<file path="src/rtl/core/ssr_pkg.sv">
// Shared constants, types and state codes for the 4x4 supersample resolve.
// No dependencies; imported by every module of the block.
package ssr_pkg;

  // Line store depth and derived widths
  localparam int MaxOutWidth = 1024;
  localparam int CfgWidthW   = 11;
  localparam int HeightW     = 16;
  localparam int ClogMax     = $clog2(MaxOutWidth + 1);
  localparam int EffWidthW   = (CfgWidthW > ClogMax) ? CfgWidthW : ClogMax;
  localparam int ColW        = EffWidthW + 2;
  localparam int OcolW       = (MaxOutWidth > 1) ? $clog2(MaxOutWidth) : 1;

  // Sum widths
  localparam int SumW     = 20;
  localparam int AlphaW   = 12;
  localparam int ChanW    = 8;
  localparam int EntryW   = 3 * SumW + AlphaW;

  // Register indexes
  localparam logic RegOutWidth  = 1'b0;
  localparam logic RegOutHeight = 1'b1;

  typedef enum logic [1:0] {
    CTL_IDLE,
    CTL_UPD,
    CTL_RMS,
    CTL_HOLD
  } ctl_state_e;

  typedef enum logic [1:0] {
    RMS_IDLE,
    RMS_SRCH,
    RMS_TIE
  } rms_state_e;

  // Request to the root unit
  typedef struct packed {
    logic                       start;
    logic [2:0][SumW-1:0]       sums;
  } rms_req_t;

endpackage

</file>
<file path="src/rtl/core/ssr_rms.sv">
// Iterative root unit: nearest integer to sqrt(s/16), ties to even, for three
// channels, one result bit per cycle. Depends on ssr_pkg.
module ssr_rms (
  input  logic                               clk_i,
  input  logic                               rst_ni,
  input  ssr_pkg::rms_req_t                  req_i,
  output logic                               done_o,
  output logic [2:0][ssr_pkg::ChanW-1:0]     root_o
);
  import ssr_pkg::*;

  rms_state_e state_q, state_d;
  logic [2:0]                 step_q, step_d;
  logic [2:0][SumW-1:0]       s_q, s_d;
  logic [2:0][ChanW-1:0]      n_q, n_d;

  // next state
  always_comb begin
    state_d = state_q;
    unique case (state_q)
      RMS_IDLE: if (req_i.start) state_d = RMS_SRCH;
      RMS_SRCH: if (step_q == 3'd0) state_d = RMS_TIE;
      RMS_TIE:  state_d = RMS_IDLE;
      default:  state_d = RMS_IDLE;
    endcase
  end

  // outputs
  always_comb begin
    done_o = (state_q == RMS_TIE);
    root_o = n_q;
  end

  // datapath: binary search on the rounding edges (4n+2)^2
  always_comb begin
    logic [ChanW-1:0]   t;
    logic [ChanW-1:0]   tm1;
    logic [ChanW+1:0]   e;
    logic [SumW-1:0]    e2;
    step_d = step_q;
    s_d    = s_q;
    n_d    = n_q;
    t      = '0;
    tm1    = '0;
    e      = '0;
    e2     = '0;
    case (state_q)
      RMS_IDLE: begin
        if (req_i.start) begin
          s_d    = req_i.sums;
          n_d    = '0;
          step_d = 3'd7;
        end
      end
      RMS_SRCH: begin
        step_d = step_q - 3'd1;
        for (int c = 0; c < 3; c++) begin
          t   = n_q[c] | (ChanW'(1) << step_q);
          tm1 = t - ChanW'(1);
          e   = {tm1, 2'b10};
          e2  = SumW'(e * e);
          if (e2 < s_q[c]) n_d[c] = t;
        end
      end
      RMS_TIE: begin
        // exact tie at an odd root rounds up to the even neighbor
        for (int c = 0; c < 3; c++) begin
          e  = {n_q[c], 2'b10};
          e2 = SumW'(e * e);
          if ((e2 == s_q[c]) && n_q[c][0] && (n_q[c] != '1)) begin
            n_d[c] = n_q[c] + ChanW'(1);
          end
        end
      end
      default: ;
    endcase
  end

  always_ff @(posedge clk_i or negedge rst_ni) begin
    if (!rst_ni) begin
      state_q <= RMS_IDLE;
      step_q  <= '0;
    end else begin
      state_q <= state_d;
      step_q  <= step_d;
    end
  end

  always_ff @(posedge clk_i) begin
    s_q <= s_d;
    n_q <= n_d;
  end

endmodule

</file>
<file path="config.mk">
export PLATFORM = sky130hd
export DESIGN_NAME = ssr_rms
export DESIGN_NICKNAME = d
export VERILOG_FILES = /design/src/rtl/core/ssr_pkg.sv /design/src/rtl/core/ssr_rms.sv
export SDC_FILE = /design/constraint.sdc
export NUM_CORES = 1
export LEC_CHECK = 0
export BUFFER_PORTS_ARGS = -buffer_cell sky130_fd_sc_hd__clkbuf_2
export CORE_MARGIN = 4
export CORE_UTILIZATION = 30
export CTS_BUF_LIST = sky130_fd_sc_hd__clkbuf_2
export DETAILED_ROUTE_END_ITERATION = 10
export SLEW_MARGIN = 40
export SYNTH_ARGS = -nofsm -noshare
export SYNTH_HDL_FRONTEND = slang
export SYNTH_SLANG_ARGS = --single-unit
</file>
<file path="constraint.sdc">
create_clock -name clk_i -period 6.9 [get_ports clk_i]
set_clock_uncertainty 0.1 [all_clocks]
set_input_delay 1.035 -clock clk_i [delete_from_list [all_inputs] [get_ports clk_i]]
set_output_delay 1.035 -clock clk_i [all_outputs]
set_load 0.01 [all_outputs]
</file>
# Yosys cells after proc, flatten, opt, wreduce, memory -nomap -nowiden
# Index checks and enable logic that the tools add are counted.
dict set report totals {
  register_bits 89
  in_bits 63
  out_inout_bits 25
  word_cells 73
}
dict set report classes {
  addsub 7
  multipliers 6
  magnitude_cmp 3
  n_eq_ne 16
  shifts 1
  n_mux 13
  bitwise_logic 3
  n_reduce_logical 16
}
# operator n
set op_table {}
lappend op_table {{$mul 9x9->18} 6}
lappend op_table {{$pmux 24 s3} 1}
lappend op_table {{$eq 20x20->1} 3}
lappend op_table {{$lt 20x20->1} 3}
lappend op_table {{$mux 8} 6}
lappend op_table {{$add 8x1->8 const B} 3}
lappend op_table {{$mux 24} 1}
lappend op_table {{$ne 8x8->1 const B} 3}
lappend op_table {{$or 8x8->8} 3}
lappend op_table {{$sub 8x1->8 const B} 3}
lappend op_table {{$reduce_and 4->1} 3}
lappend op_table {{$ne 2x2->1 const B} 5}
lappend op_table {{$shl 1x3->8 const A} 1}
lappend op_table {{$logic_and 1x1->1} 6}
lappend op_table {{$ne 2x1->1 const B} 3}
lappend op_table {{$pmux 3 s2} 1}
lappend op_table {{$reduce_and 2->1} 3}
lappend op_table {{$mux 2} 2}
lappend op_table {{$pmux 2 s2} 1}
lappend op_table {{$logic_not 3->1} 1}
lappend op_table {{$mux 3} 1}
lappend op_table {{$reduce_bool 3->1} 1}
lappend op_table {{$sub 3x1->3 const B} 1}
lappend op_table {{$eq 2x1->1 const B} 1}
lappend op_table {{other kinds (3)} 3}

# Longest topological paths before layout
# Gate-level depths: netlist of run 1.
dict set report logic_depth {
  ltp_word 7
  depth_mapped 35
  ltp_nobuf 34
}

# Least setup slack after synthesis of run 1
# No wires, ideal clock.
dict set report synth_timing {
  kind {reg-to-reg}
  startpoint {register step_q[1]}
  endpoint {register n_q, in the netlist root_o[10], enable pin}
  setup_time_ns 0.374
  arrival_time_ns 7.119
  required_time_ns 6.426
  setup_slack_ns -0.693
  path_stages_with_launch 34
  n_path_buf 0
  period_less_slack_ns 7.593
  path_cell_list {dfrtp_1 > inv_1 > ha_1 > nor2b_1 > or2_2 > inv_1 > ha_1 > nand3_1 > nor3_1 > xor2_1 > inv_2 > nor2_2 > inv_1 > fa_1 > fa_1 > inv_1 > fa_1 > inv_1 > fa_1 > inv_1 > ha_1 > nor2b_1 > o211ai_1 > nand2_1 > a41oi_1 > nor2b_1 > xnor2_1 > ha_1 > a21o_1 > a21oi_1 > nor2b_1 > nor4_1 > o32ai_1 > a211oi_2}
}
dict set report synth_between {
  elab_chain_len 7
}
# element line
set synth_rtl {}
lappend synth_rtl {{start: declaration} ssr_rms.sv:13} ;# logic [2:0] step_q, step_d;
lappend synth_rtl {{start signal: assignment} ssr_rms.sv:85} ;# step_q <= step_d;
lappend synth_rtl {{$shl 1x3->8} ssr_rms.sv:58} ;# t = n_q[c] | (ChanW'(1) << step_q);
lappend synth_rtl {{$or 8x8->8} ssr_rms.sv:58}
lappend synth_rtl {{$sub 8x1->8} ssr_rms.sv:59} ;# tm1 = t - ChanW'(1);
lappend synth_rtl {{$mul 9x9->18} ssr_rms.sv:61} ;# e2 = SumW'(e * e);
lappend synth_rtl {{$lt 20x20->1} ssr_rms.sv:62} ;# if (e2 < s_q[c]) n_d[c] = t;
lappend synth_rtl {{$ne 2x2->1 (no line)} -}
lappend synth_rtl {{$reduce_and 4->1 (no line)} -}
lappend synth_rtl {{end signal: assignment} ssr_rms.sv:91} ;# n_q <= n_d;
lappend synth_rtl {{end: declaration} ssr_rms.sv:15} ;# logic [2:0][ChanW-1:0] n_q, n_d;
# Every way passes these cells.
# A chain may end at the register's enable or synchronous reset.

# Worst setup path in the final report of run 1
dict set report layout_timing {
  startpoint {register step_q[0]}
  endpoint {register n_q, in the netlist root_o[15], enable pin}
}
# The elaborated chain is that of the path after synthesis.

==> results of run 1 <==
## worst min path at each step
stage | startpoint | cells after the start | slack (ps) | end
CTS | req_i[30] | 1 | 180 | s_q[30]$_DFFE_PP_
floorplan | state_q[1]$_DFFE_PN0P_ | 2 | 420 | state_q[1]$_DFFE_PN0P_
finish | req_i[30] | 1 | 290 | s_q[30]$_DFFE_PP_
global placement | state_q[0]$_DFFE_PN0P_ | 2 | 460 | state_q[0]$_DFFE_PN0P_
global route | req_i[25] | 1 | 210 | s_q[25]$_DFFE_PP_
detailed placement | state_q[1]$_DFFE_PN0P_ | 2 | 490 | state_q[1]$_DFFE_PN0P_
## cells in the final DEF, fill, tap and decap left out, types with 12 or more instances in the layout
master,count
a21o_1,21
a21oi_1,81
a21oi_2,16
a31oi_1,16
and2_1,48
buf_4,222
clkbuf_2,96
edfxtp_1,84
fa_1,207
ha_1,233
ha_4,17
inv_1,444
inv_2,17
nand2_1,124
nand2b_1,18
nand3_1,30
nand4_1,23
nor2_1,129
nor2_2,12
nor2b_1,17
nor3_1,23
o21a_1,13
o21ai_0,42
xnor2_1,114
xor2_1,41
## synth_stat cells (all sizes together) (3+ instances only)
master   instances  area (um2)
and3             7        43.8
inv            463        1740
nand4           23         144
or3              8        50.1
nor3            31         160
nand2b          18         113
clkbuf          35         131
nor2           147         557
mux2i            3        30.0
o21a            13        97.6
xnor2          121        1070
o21ai           49         245
a22oi            7        52.6
ha             252        3150
a21oi           99         507
a21o            22         166
and4             8        70.1
fa             213        4260
mux2             4        45.0
nor2b           25         156
edfxtp          84        2520
dfrtp            5         125
buf              4        21.3
nand2          130         488
o31ai            4        30.0
or2              5        31.3
a2111oi          5        50.0
nand3           34         170
o21bai           6        45.0
xor2            51         447
o211ai           9        67.6
a41oi            3        26.3
o2111ai          6        52.6
a31oi           16         100
and2            49         307
a211oi           7        57.6
nor4             5        37.5
a21boi           4        30.0
## final cells by class
cell class | instances | area, um2 | share of cell area [%]
diodes | 4 | 10.0 | 0.0461
clock buffers | 9 | 45.0 | 0.208
clock inverters | 7 | 108 | 0.496
inverters | 465 | 1750 | 8.08
multi-input cells | 1421 | 14000 | 64.4
flip-flops and latches | 89 | 2650 | 12.2
well taps | 765 | 957 | 4.41
repair buffers | 315 | 2190 | 10.1
## registers in the layout (all words and copies together), names as in the netlist
register  count
state_q       2
root_o       24
step_q        3
s_q          60
## per-stage QoR
step | setup WS (ps) | setup TNS [ps]
5_1_grt | -601 | -10500
3_3_place_gp | -524 | -7170
3_5_place_dp | -624 | -9930
6_report | -220 | -2220
2_1_floorplan | -65.9 | -1020
4_1_cts | -179 | -2820
## critical path, delay by kind of cell (launching register included)
family,cells,cell delay (ps)
buffers and inverters,8,1030
and+or+nand+nor,9,1300
xor gates and xnor gates,2,350
AOI/OAI and AO/OA,6,850
DFF,1,520
adders and majority gates,7,2790
## repair_timing
item | CTS | global route
gates resized for setup | 70 | 28
pin swaps | 49 | 17
hold buffers | 1 | 0
gates cloned | 0 | 0
endpoints found under the hold margin | 5 | 0
setup buffers | 23 | 2
setup endpoints to repair | 24 | 24
## routing by layer
metal | vias to the layer above | track usage, %
li1 | 7026 | -
met1 | 7072 | 19.3
met2 | 208 | 25.3
met3 | 44 | 2.14
met4 | 2 | 3.15
met5 | - | 0
## kinds of logic (layout without fill, tap and decap cells)
kind of cell	Yosys count	in the layout	share of synthesized area [%]
and+or+nand+nor	502	502	13.7
AOI/OAI and AO/OA	271	271	9.73
adders and majority gates	465	465	41.8
muxes	8	8	0.550
other	1	7	0.0211
xor gates and xnor gates	172	172	8.54
DFF	89	89	14.9
buffers and inverters	504	796	10.7
==> impl_results.md, run 1 <==
* Outcome: complete, but fails checks
* Failing checks: negative setup slack
* Hold WC Path Type: primary input to register
* Post-synthesis register bit count at 89
* CTS max path bufs at 2
* GPL Wtd Cong at ~0.86
* Inst Count DP at between 3000 and 4000
* Capturing point of the worst reg2reg path: root_o[15]$_DFFE_PP_
* Hold_ws at ~290 ps
* GR Util All Layers at between 10% and 20%
* Share of cells above drive strength 1 at a little over a fifth
* Post-DP HPWL at about 38 mm
* Clock Pin Slew Worst Setup and Hold Paths at about 310 ps
* Worst-path fanout max at 8
* Vias in the first global route at between 15000 and 20000
* Most used cell, CP: buf_4
* Total die area at roughly 63000 um2
* R2r startpoint: step_q[0]$_DFFE_PN0P_
* Fin. Hold Viols at 0
* Pin count of the biggest net entering global routing at 33
* Top sig layer: met5
* # DRC at 0
* WL per Instance at 14.7 um
* Final Non-Filler Cells at roughly 3100
* Cell Area, Synth at between 15000 and 20000 um2
* Yosys warns at 0
* FILL cells at between 5000 and 6000
* Post-Route WL at about 45 mm
* Final Cell Area at roughly 22000 um2
* Die Y at approximately 250 um
* Crit start category: register
* Area grow syn2layout at 22.3%
* Crit path largest cell delay at 560 ps
* Met1 WL at between 20 and 25 mm
* Routed via count at between 10000 and 15000
* Vias per inst at roughly 4.7
* Pins Over Slew Limit at 0
* Antenna violations before repair at 3
* Placed cell area at 20900 um2
* WP data required at 7360 ps
* CP Launch Point: step_q[0]$_DFFE_PN0P_
* Fin nets at around 2800
* Seq/Total Area, Yosys at ~15%
* Cell variety after synth at just under 80
* First-pass GRT wire length at approximately 76 mm
* CTS sink count at between 80 and 90
* CORE AREA at slightly below 60000 um2
* Max Cap Violations at 0
* Initial DRT Pass Iterations at 5
* Initial Util at between 30% and 40%
* Clock H-tree levels at 3
* Global route overflow at 0
* TritonCTS Buffers at 9
* Row count at slightly below 90
* Worst path slowest cell: fa_1
* Kind of critical path: register to register
* Worst Path Arrival at 7580 ps
* Final setup violation count at 17
* Fin crit share at 103%
* Slack of the critical path at -220 ps
* Crit end category: register
* RSZ-0062 raised after global routing: true
* CTS Root Cell: clkbuf_2
* Top_reg_cell synth: edfxtp_1
* Reg2Reg Setup Slack at -220 ps
* Number of synthesized flops with an enable pin at 84
* Async SR Flop Fraction at approximately 5.6%
* WL met2 at around 22 mm
* Clk Latency, worst-skew pair at just under 800 ps
* Tightest Pin Transition at 746 ps
* Gate Count Post-Synth at around 2000
* Crit path time final at roughly 7100 ps
* IO Port Bufs at 87
* Maximum clock rate at approximately 140 MHz
* CTS tree: yes
* Die Width at roughly 250 um
* Final Core Density at approximately 37%
* Met3 wire length at roughly 1.6 mm
* Num ports at a little under 90
* Crit path to: root_o[15]$_DFFE_PP_
* R2r worst-path depth at 32
* Initial DRC count at approximately 690
* Syn avg cell area at 8.81 um2
* Final ANT Viol Nets at 0
* Slew HR at between 50% and 60%
Power of run 1 is not shown: default switching activity piles up to over one toggle a cycle in this logic, so the estimate is an artifact.
==> run 2, diff against run 1 <==
==> constraint.sdc (replaced) <==
create_clock -name clk_i -period 6.9 [get_ports clk_i]
set_clock_uncertainty 0.1 [all_clocks]
set_input_delay 0.345 -clock clk_i [delete_from_list [all_inputs] [get_ports clk_i]]
set_output_delay 0.345 -clock clk_i [all_outputs]
set_load 0.01 [all_outputs]
==> run 2 against run 1 <==
Against the previous run: the flow still finishes with violations (negative setup slack); worst setup slack lost 2.5 ps; wire length grew 2.8%; cell area grew 5.5%; critical path depth grew 2.
==> impl_results.md, run 2 (synthesis gave the netlist of run 1 again) <==
* Crit path time final at 7120 ps (+2.51 ps)
* Share of cells above drive strength 1 at 24.4% (+3.3 points)
* R2r startpoint: step_q[0]$_DFFE_PN0P_
* Commonest non-fill, non-tap cell in the layout: inv_1
* Worst-path fanout max at 8 (unchanged)
* Post-Route WL at 46.5 mm (+2.8%)
* Worst Path Arrival at 7590 ps (about the same)
* Pins Over Slew Limit at 0 (unchanged)
* Max reg flops at 60 (unchanged)
* Failing checks: negative setup slack
* First-pass GRT wire length at 77.3 mm (+2.1%)
* CORE AREA at 58100 um2 (unchanged)
* Final Non-Filler Cells at 3150 (+2.4%)
* CTS sink count at 89 (unchanged)
* Vias per inst at 4.68 (+0.23%)
* Clk Latency, worst-skew pair at 770 ps (about the same)
* Max Cap Violations at 0 (unchanged)
* GPL Wtd Cong at 0.878 (+1.8%)
* Die Width at 251 um (unchanged)
* Clock H-tree levels at 3 (unchanged)
* Dpl ws at -608 ps (+15.8 ps)
* Fin crit share at 103% (about the same)
* Vias in the first global route at 15700 (+2.3%)
* Slack of the critical path at -222 ps (-2.51 ps)
* Total die area at 63100 um2 (unchanged)
* HP Start: req_i[30]
* Inst Count DP at 3028 (-0.066%)
* Pin count of the biggest net entering global routing at 23 (-30%)
* Slew HR at 49.1% (-1.1 points)
* Hold path depth at 2 (+1)
* Num ports at 88 (unchanged)
* Crit end category: register
* Final ANT Viol Nets at 0 (unchanged)
* Tightest Pin Transition at 762 ps (+16.4 ps)
* Routed via count at 14700 (+2.7%)
* RSZ-0062 raised after global routing: true
* Clock Pin Slew Worst Setup and Hold Paths at 320 ps (about the same)
* Die Y at 251 um (unchanged)
* Kind of critical path: register to register
* TritonCTS Buffers at 9 (unchanged)
* Initial DRT Pass Iterations at 6 (+1)
* CTS tree: yes
* Maximum clock rate at 140 MHz (about the same)
* Biggest register: s_q
* Area grow syn2layout at 29.1%
* WP data required at 7370 ps (about the same)
* Setup Total Neg Slack at -2360 ps (-131 ps)
* Most frequent cells in the layout: 422 x inv_1, 224 x ha_1, 224 x buf_4
* Antenna violations before repair at 4 (+1)
* Post-DP HPWL at 38.1 mm (+0.92%)
* Worst path slowest cell: fa_1
* CTS max path bufs at 2 (unchanged)
* Final Core Density at 39.4% (+2.1 points)
* CTS Root Cell: clkbuf_2
* Initial Util at 30.5% (unchanged)
* FILL cells at 5754 (-3.0%)
* Fin. Hold Viols at 0 (unchanged)
* Fin nets at 2905 (+2.7%)
* # DRC at 0 (unchanged)
* Initial DRC count at 784 (+14%)
* Global route overflow at 0 (unchanged)
* IO Port Bufs at 87 (unchanged)
* Crit start category: register
* Hold WC Path Type: primary input to register
* R2r worst-path depth at 34 (+6.3%)
* CP Launch Point: step_q[0]$_DFFE_PN0P_
* Final setup violation count at 16 (-1)
* WL per Instance at 14.8 um (+0.39%)
* Outcome: complete, but fails checks
* Crit path largest cell delay at 530 ps (-30 ps)
* Row count at 88 (unchanged)
* GR Util All Layers at 14.8% (+0.23 points)
[run 2: cell types whose count changed in the layout (fill, tap and decap cells not counted), sizes merged]
cell,change
buf,+14
bufinv,-1
clkinv,+1
diode,-1
dlygate4sd3,+62
[run 2: worst paths after layout]
path / end / slack, ps
setup / recovery: root_o[14]$_DFFE_PP_ / -220
hold / removal: s_q[30]$_DFFE_PP_ / 140
setup reg to reg: root_o[14]$_DFFE_PP_ / -220
hold reg to reg: state_q[1]$_DFFE_PN0P_ / 530
max in group asynchronous: step_q[0]$_DFFE_PN0P_ / 6070
min in group asynchronous: state_q[1]$_DFFE_PN0P_ / 430
[run 2: final cells by class]
| type | count | area, um2 | area share (%) |
|---|---|---|---|
| Antenna cell | 3 | 7.51 | 0.0328 |
| Clock buffer | 9 | 45.0 | 0.197 |
| Clock inverter | 7 | 83.8 | 0.366 |
| Inverter | 465 | 1760 | 7.70 |
| Multi-Input combinational cell | 1421 | 14400 | 63.0 |
| Sequential cell | 89 | 2650 | 11.6 |
| Tap cell | 765 | 957 | 4.18 |
| Timing Repair Buffer | 391 | 2970 | 13.0 |
[run 2: critical path: cells and delay by family (launching register included)]
family,cells,cell delay [ps]
fa+ha+maj,8,2760
xor+xnor,2,330
simple gates,10,1660
buf+inv,9,840
compound gates,5,690
flops,1,520
[run 2: through the flow]
stage	hold slack [ps]	cell area, um2
floorplan	-50.6	18100
global placement	73.2	20800
detailed placement	74.1	20900
CTS	19.9	22100
global route	74.6	22900
finish	141	22900
[run 2: metal layers]
metal	global-route usage, %	vias to the layer above	wire, um
met5	0	-	13
met1	19.4	7187	20900
li1	-	7191	-
met2	25.6	287	22700
met3	2.05	69	1860
met4	4.04	2	1030
[run 2: timing repair]
item	4_1_cts	5_1_grt
setup endpoints to repair	24	24
gates resized for setup	88	128
hold endpoints to repair	90	0
hold buffers	63	0
pin swaps	32	120
buffers inserted	16	25
Power of run 2 is left out for the same reason.
==> run 3, diff against run 2 <==
--- a/config.mk
+++ b/config.mk
@@ -10,6 +10,7 @@
 export CORE_UTILIZATION = 30
 export CTS_BUF_LIST = sky130_fd_sc_hd__clkbuf_2
 export DETAILED_ROUTE_END_ITERATION = 10
+export PLACE_DENSITY = 0.52
 export SLEW_MARGIN = 40
 export SYNTH_ARGS = -nofsm -noshare
 export SYNTH_HDL_FRONTEND = slang
==> run 3 against run 2 <==
Against the previous run: wire length is 1.0% higher; the flow still finishes with violations (negative setup slack); via count shrank 0.22%; sequential share of layout area rose by 0.14 points; cell count grew 0.38%.
==> impl_results.md, run 3 (synthesis gave the netlist of run 1 again) <==
* Crit path time final at 7320 ps (+196 ps)
* Global route overflow at 0 (unchanged)
* CTS Root Cell: clkbuf_2
* Vias in the first global route at 15500 (-1.2%)
* WP data required at 7340 ps (-30 ps)
* Max Cap Violations at 0 (unchanged)
* Gr busiest metal: met2
* Outcome: complete, but fails checks
* Setup Total Neg Slack at -5380 ps (-3030 ps)
* Fin crit share at 106% (+2.8 points)
* Worst Path Arrival at 7760 ps (+170 ps)
* Row count at 88 (unchanged)
* R2r worst-path depth at 32 (-5.9%)
* Area grow syn2layout at 27.5%
* Num ports at 88 (unchanged)
* HP Start: req_i[37]
* Initial DRT Pass Iterations at 7 (+1)
* Die Width at 251 um (unchanged)
* Die Y at 251 um (unchanged)
* Met1 Track Usage GR at 20.1% (+0.68 points)
* Crit end category: register
* M2 GR Usage at 26.1% (+0.50 points)
* Multi-input gate area at 14100 um2 (-2.4%)
* Clock H-tree levels at 3 (unchanged)
* Final setup violation count at 24 (+8)
* # DRC at 0 (unchanged)
* Worst-path fanout max at 8 (unchanged)
* Total die area at 63100 um2 (unchanged)
* Failing checks: negative setup slack
* Pin count of the biggest net entering global routing at 34 (+48%)
* CORE AREA at 58100 um2 (unchanged)
* First-pass GRT wire length at 77.7 mm (+0.52%)
* GRT met3 Usage at 2.42% (+0.37 points)
* Clk Latency, worst-skew pair at 860 ps (+90 ps)
* Biggest register: s_q
* Slew HR at 47.9% (-1.2 points)
* CTS sink count at 89 (unchanged)
* FF/Latch Area at 2650 um2 (unchanged)
* Antenna violations before repair at 4 (unchanged)
* Hold path depth at 2 (unchanged)
* Pins Over Slew Limit at 0 (unchanged)
* Worst Hold Endpoint: s_q[37]$_DFFE_PP_
* Post-DP HPWL at 38.6 mm (+1.3%)
* TritonCTS Buffers at 9 (unchanged)
* Final ANT Viol Nets at 0 (unchanged)
* Hold_ws at 139 ps (-1.87 ps)
* FILL cells at 5917 (+2.8%)
* Worst path slowest cell: fa_1
* Kind of critical path: register to register
* R2r startpoint: step_q[1]$_DFFE_PN0P_
* Maximum clock rate at 137 MHz (-2.7%)
* Crit path largest cell delay at 530 ps (about the same)
* Initial DRC count at 657 (-16%)
* Vias per inst at 4.65 (-0.60%)
* GPL Wtd Cong at 0.843 (-4.1%)
* Fin. Hold Viols at 0 (unchanged)
* Fin nets at 2917 (+0.41%)
* Max reg flops at 60 (unchanged)
* Commonest non-fill, non-tap cell in the layout: inv_1
* Share of cells above drive strength 1 at 22.1% (-2.3 points)
* Hold WC Path Type: primary input to register
* Clock Pin Slew Worst Setup and Hold Paths at 420 ps (+100 ps)
* CTS max path bufs at 2 (unchanged)
* IO Port Bufs at 87 (unchanged)
* Tightest Pin Transition at 780 ps (+17.9 ps)
* WL per Instance at 14.9 um (+0.64%)
* Final Cell Area at 22600 um2 (-1.2%)
* Dpl ws at -563 ps (+44.9 ps)
* Placed cell area at 20900 um2 (+0.16%)
* GR Util All Layers at 15.1% (+0.32 points)
* Initial Util at 30.5% (unchanged)
* Reg2Reg Setup Slack at -420 ps (-200 ps)
* RSZ-0062 raised after global routing: true
* Most frequent cells in the layout: 436 x inv_1, 231 x ha_1, 227 x buf_4
* Routed via count at 14700 (-0.22%)
* Slack of the critical path at -418 ps (-196 ps)
* Crit start category: register
* Capturing point of the worst reg2reg path: root_o[12]$_DFFE_PP_
* Post-Route WL at 47.0 mm (+1.0%)
* CTS tree: yes
==> run 3: cell type report <==
| type | instances | share of cell area, % |
|---|---|---|
| diodes | 3 | 0.0332 |
| clock buffers | 9 | 0.199 |
| clock inverters | 7 | 0.260 |
| inverters | 465 | 7.78 |
| multi-input cells | 1421 | 62.2 |
| flip-flops and latches | 89 | 11.7 |
| well taps | 765 | 4.23 |
| repair buffers | 403 | 13.6 |
==> run 3: what timing repair did <==
action                                  4_1_cts  5_1_grt
setup buffers                                29        4
endpoints found under the setup margin       24       24
resized for setup                           104       36
hold buffers                                 76        0
pin swaps                                    79       34
endpoints found under the hold margin        75        0
==> run 3: worst max path at each step <==
stage | from | endpoint | slack [ps] | cells after the start
floorplan | step_q[1]$_DFFE_PN0P_ | root_o[10]$_DFFE_PP_ | -70 | 31
global placement | step_q[1]$_DFFE_PN0P_ | root_o[10]$_DFFE_PP_ | -430 | 31
detailed placement | step_q[1]$_DFFE_PN0P_ | root_o[10]$_DFFE_PP_ | -560 | 31
CTS | step_q[1]$_DFFE_PN0P_ | root_o[15]$_DFFE_PP_ | -350 | 35
global route | step_q[1]$_DFFE_PN0P_ | root_o[15]$_DFFE_PP_ | -850 | 36
finish | step_q[1]$_DFFE_PN0P_ | root_o[12]$_DFFE_PP_ | -420 | 32
==> run 3: stage by stage <==
stage	util (%)	instances
final	38.9	3162
after global routing	38.9	3162
after CTS	38.6	3155
after detailed placement	35.9	3035
after global placement	35.9	3034
after floorplan	-	2014
==> run 3: worst max-delay path: cells and delay by family (launching register included) <==
family | cells | cell delay, ps
flops | 1 | 460
simple gates | 7 | 1020
compound gates | 8 | 1330
buf+inv | 8 | 860
xor+xnor | 1 | 170
fa+ha+maj | 8 | 3030
==> run 3: per-layer routing <==
layer,wire length (um),up-vias
met5,22,-
met4,704,4
met3,1510,44
met2,22800,199
met1,21900,7247
li1,-,7209
Power of run 3 is left out for the same reason.
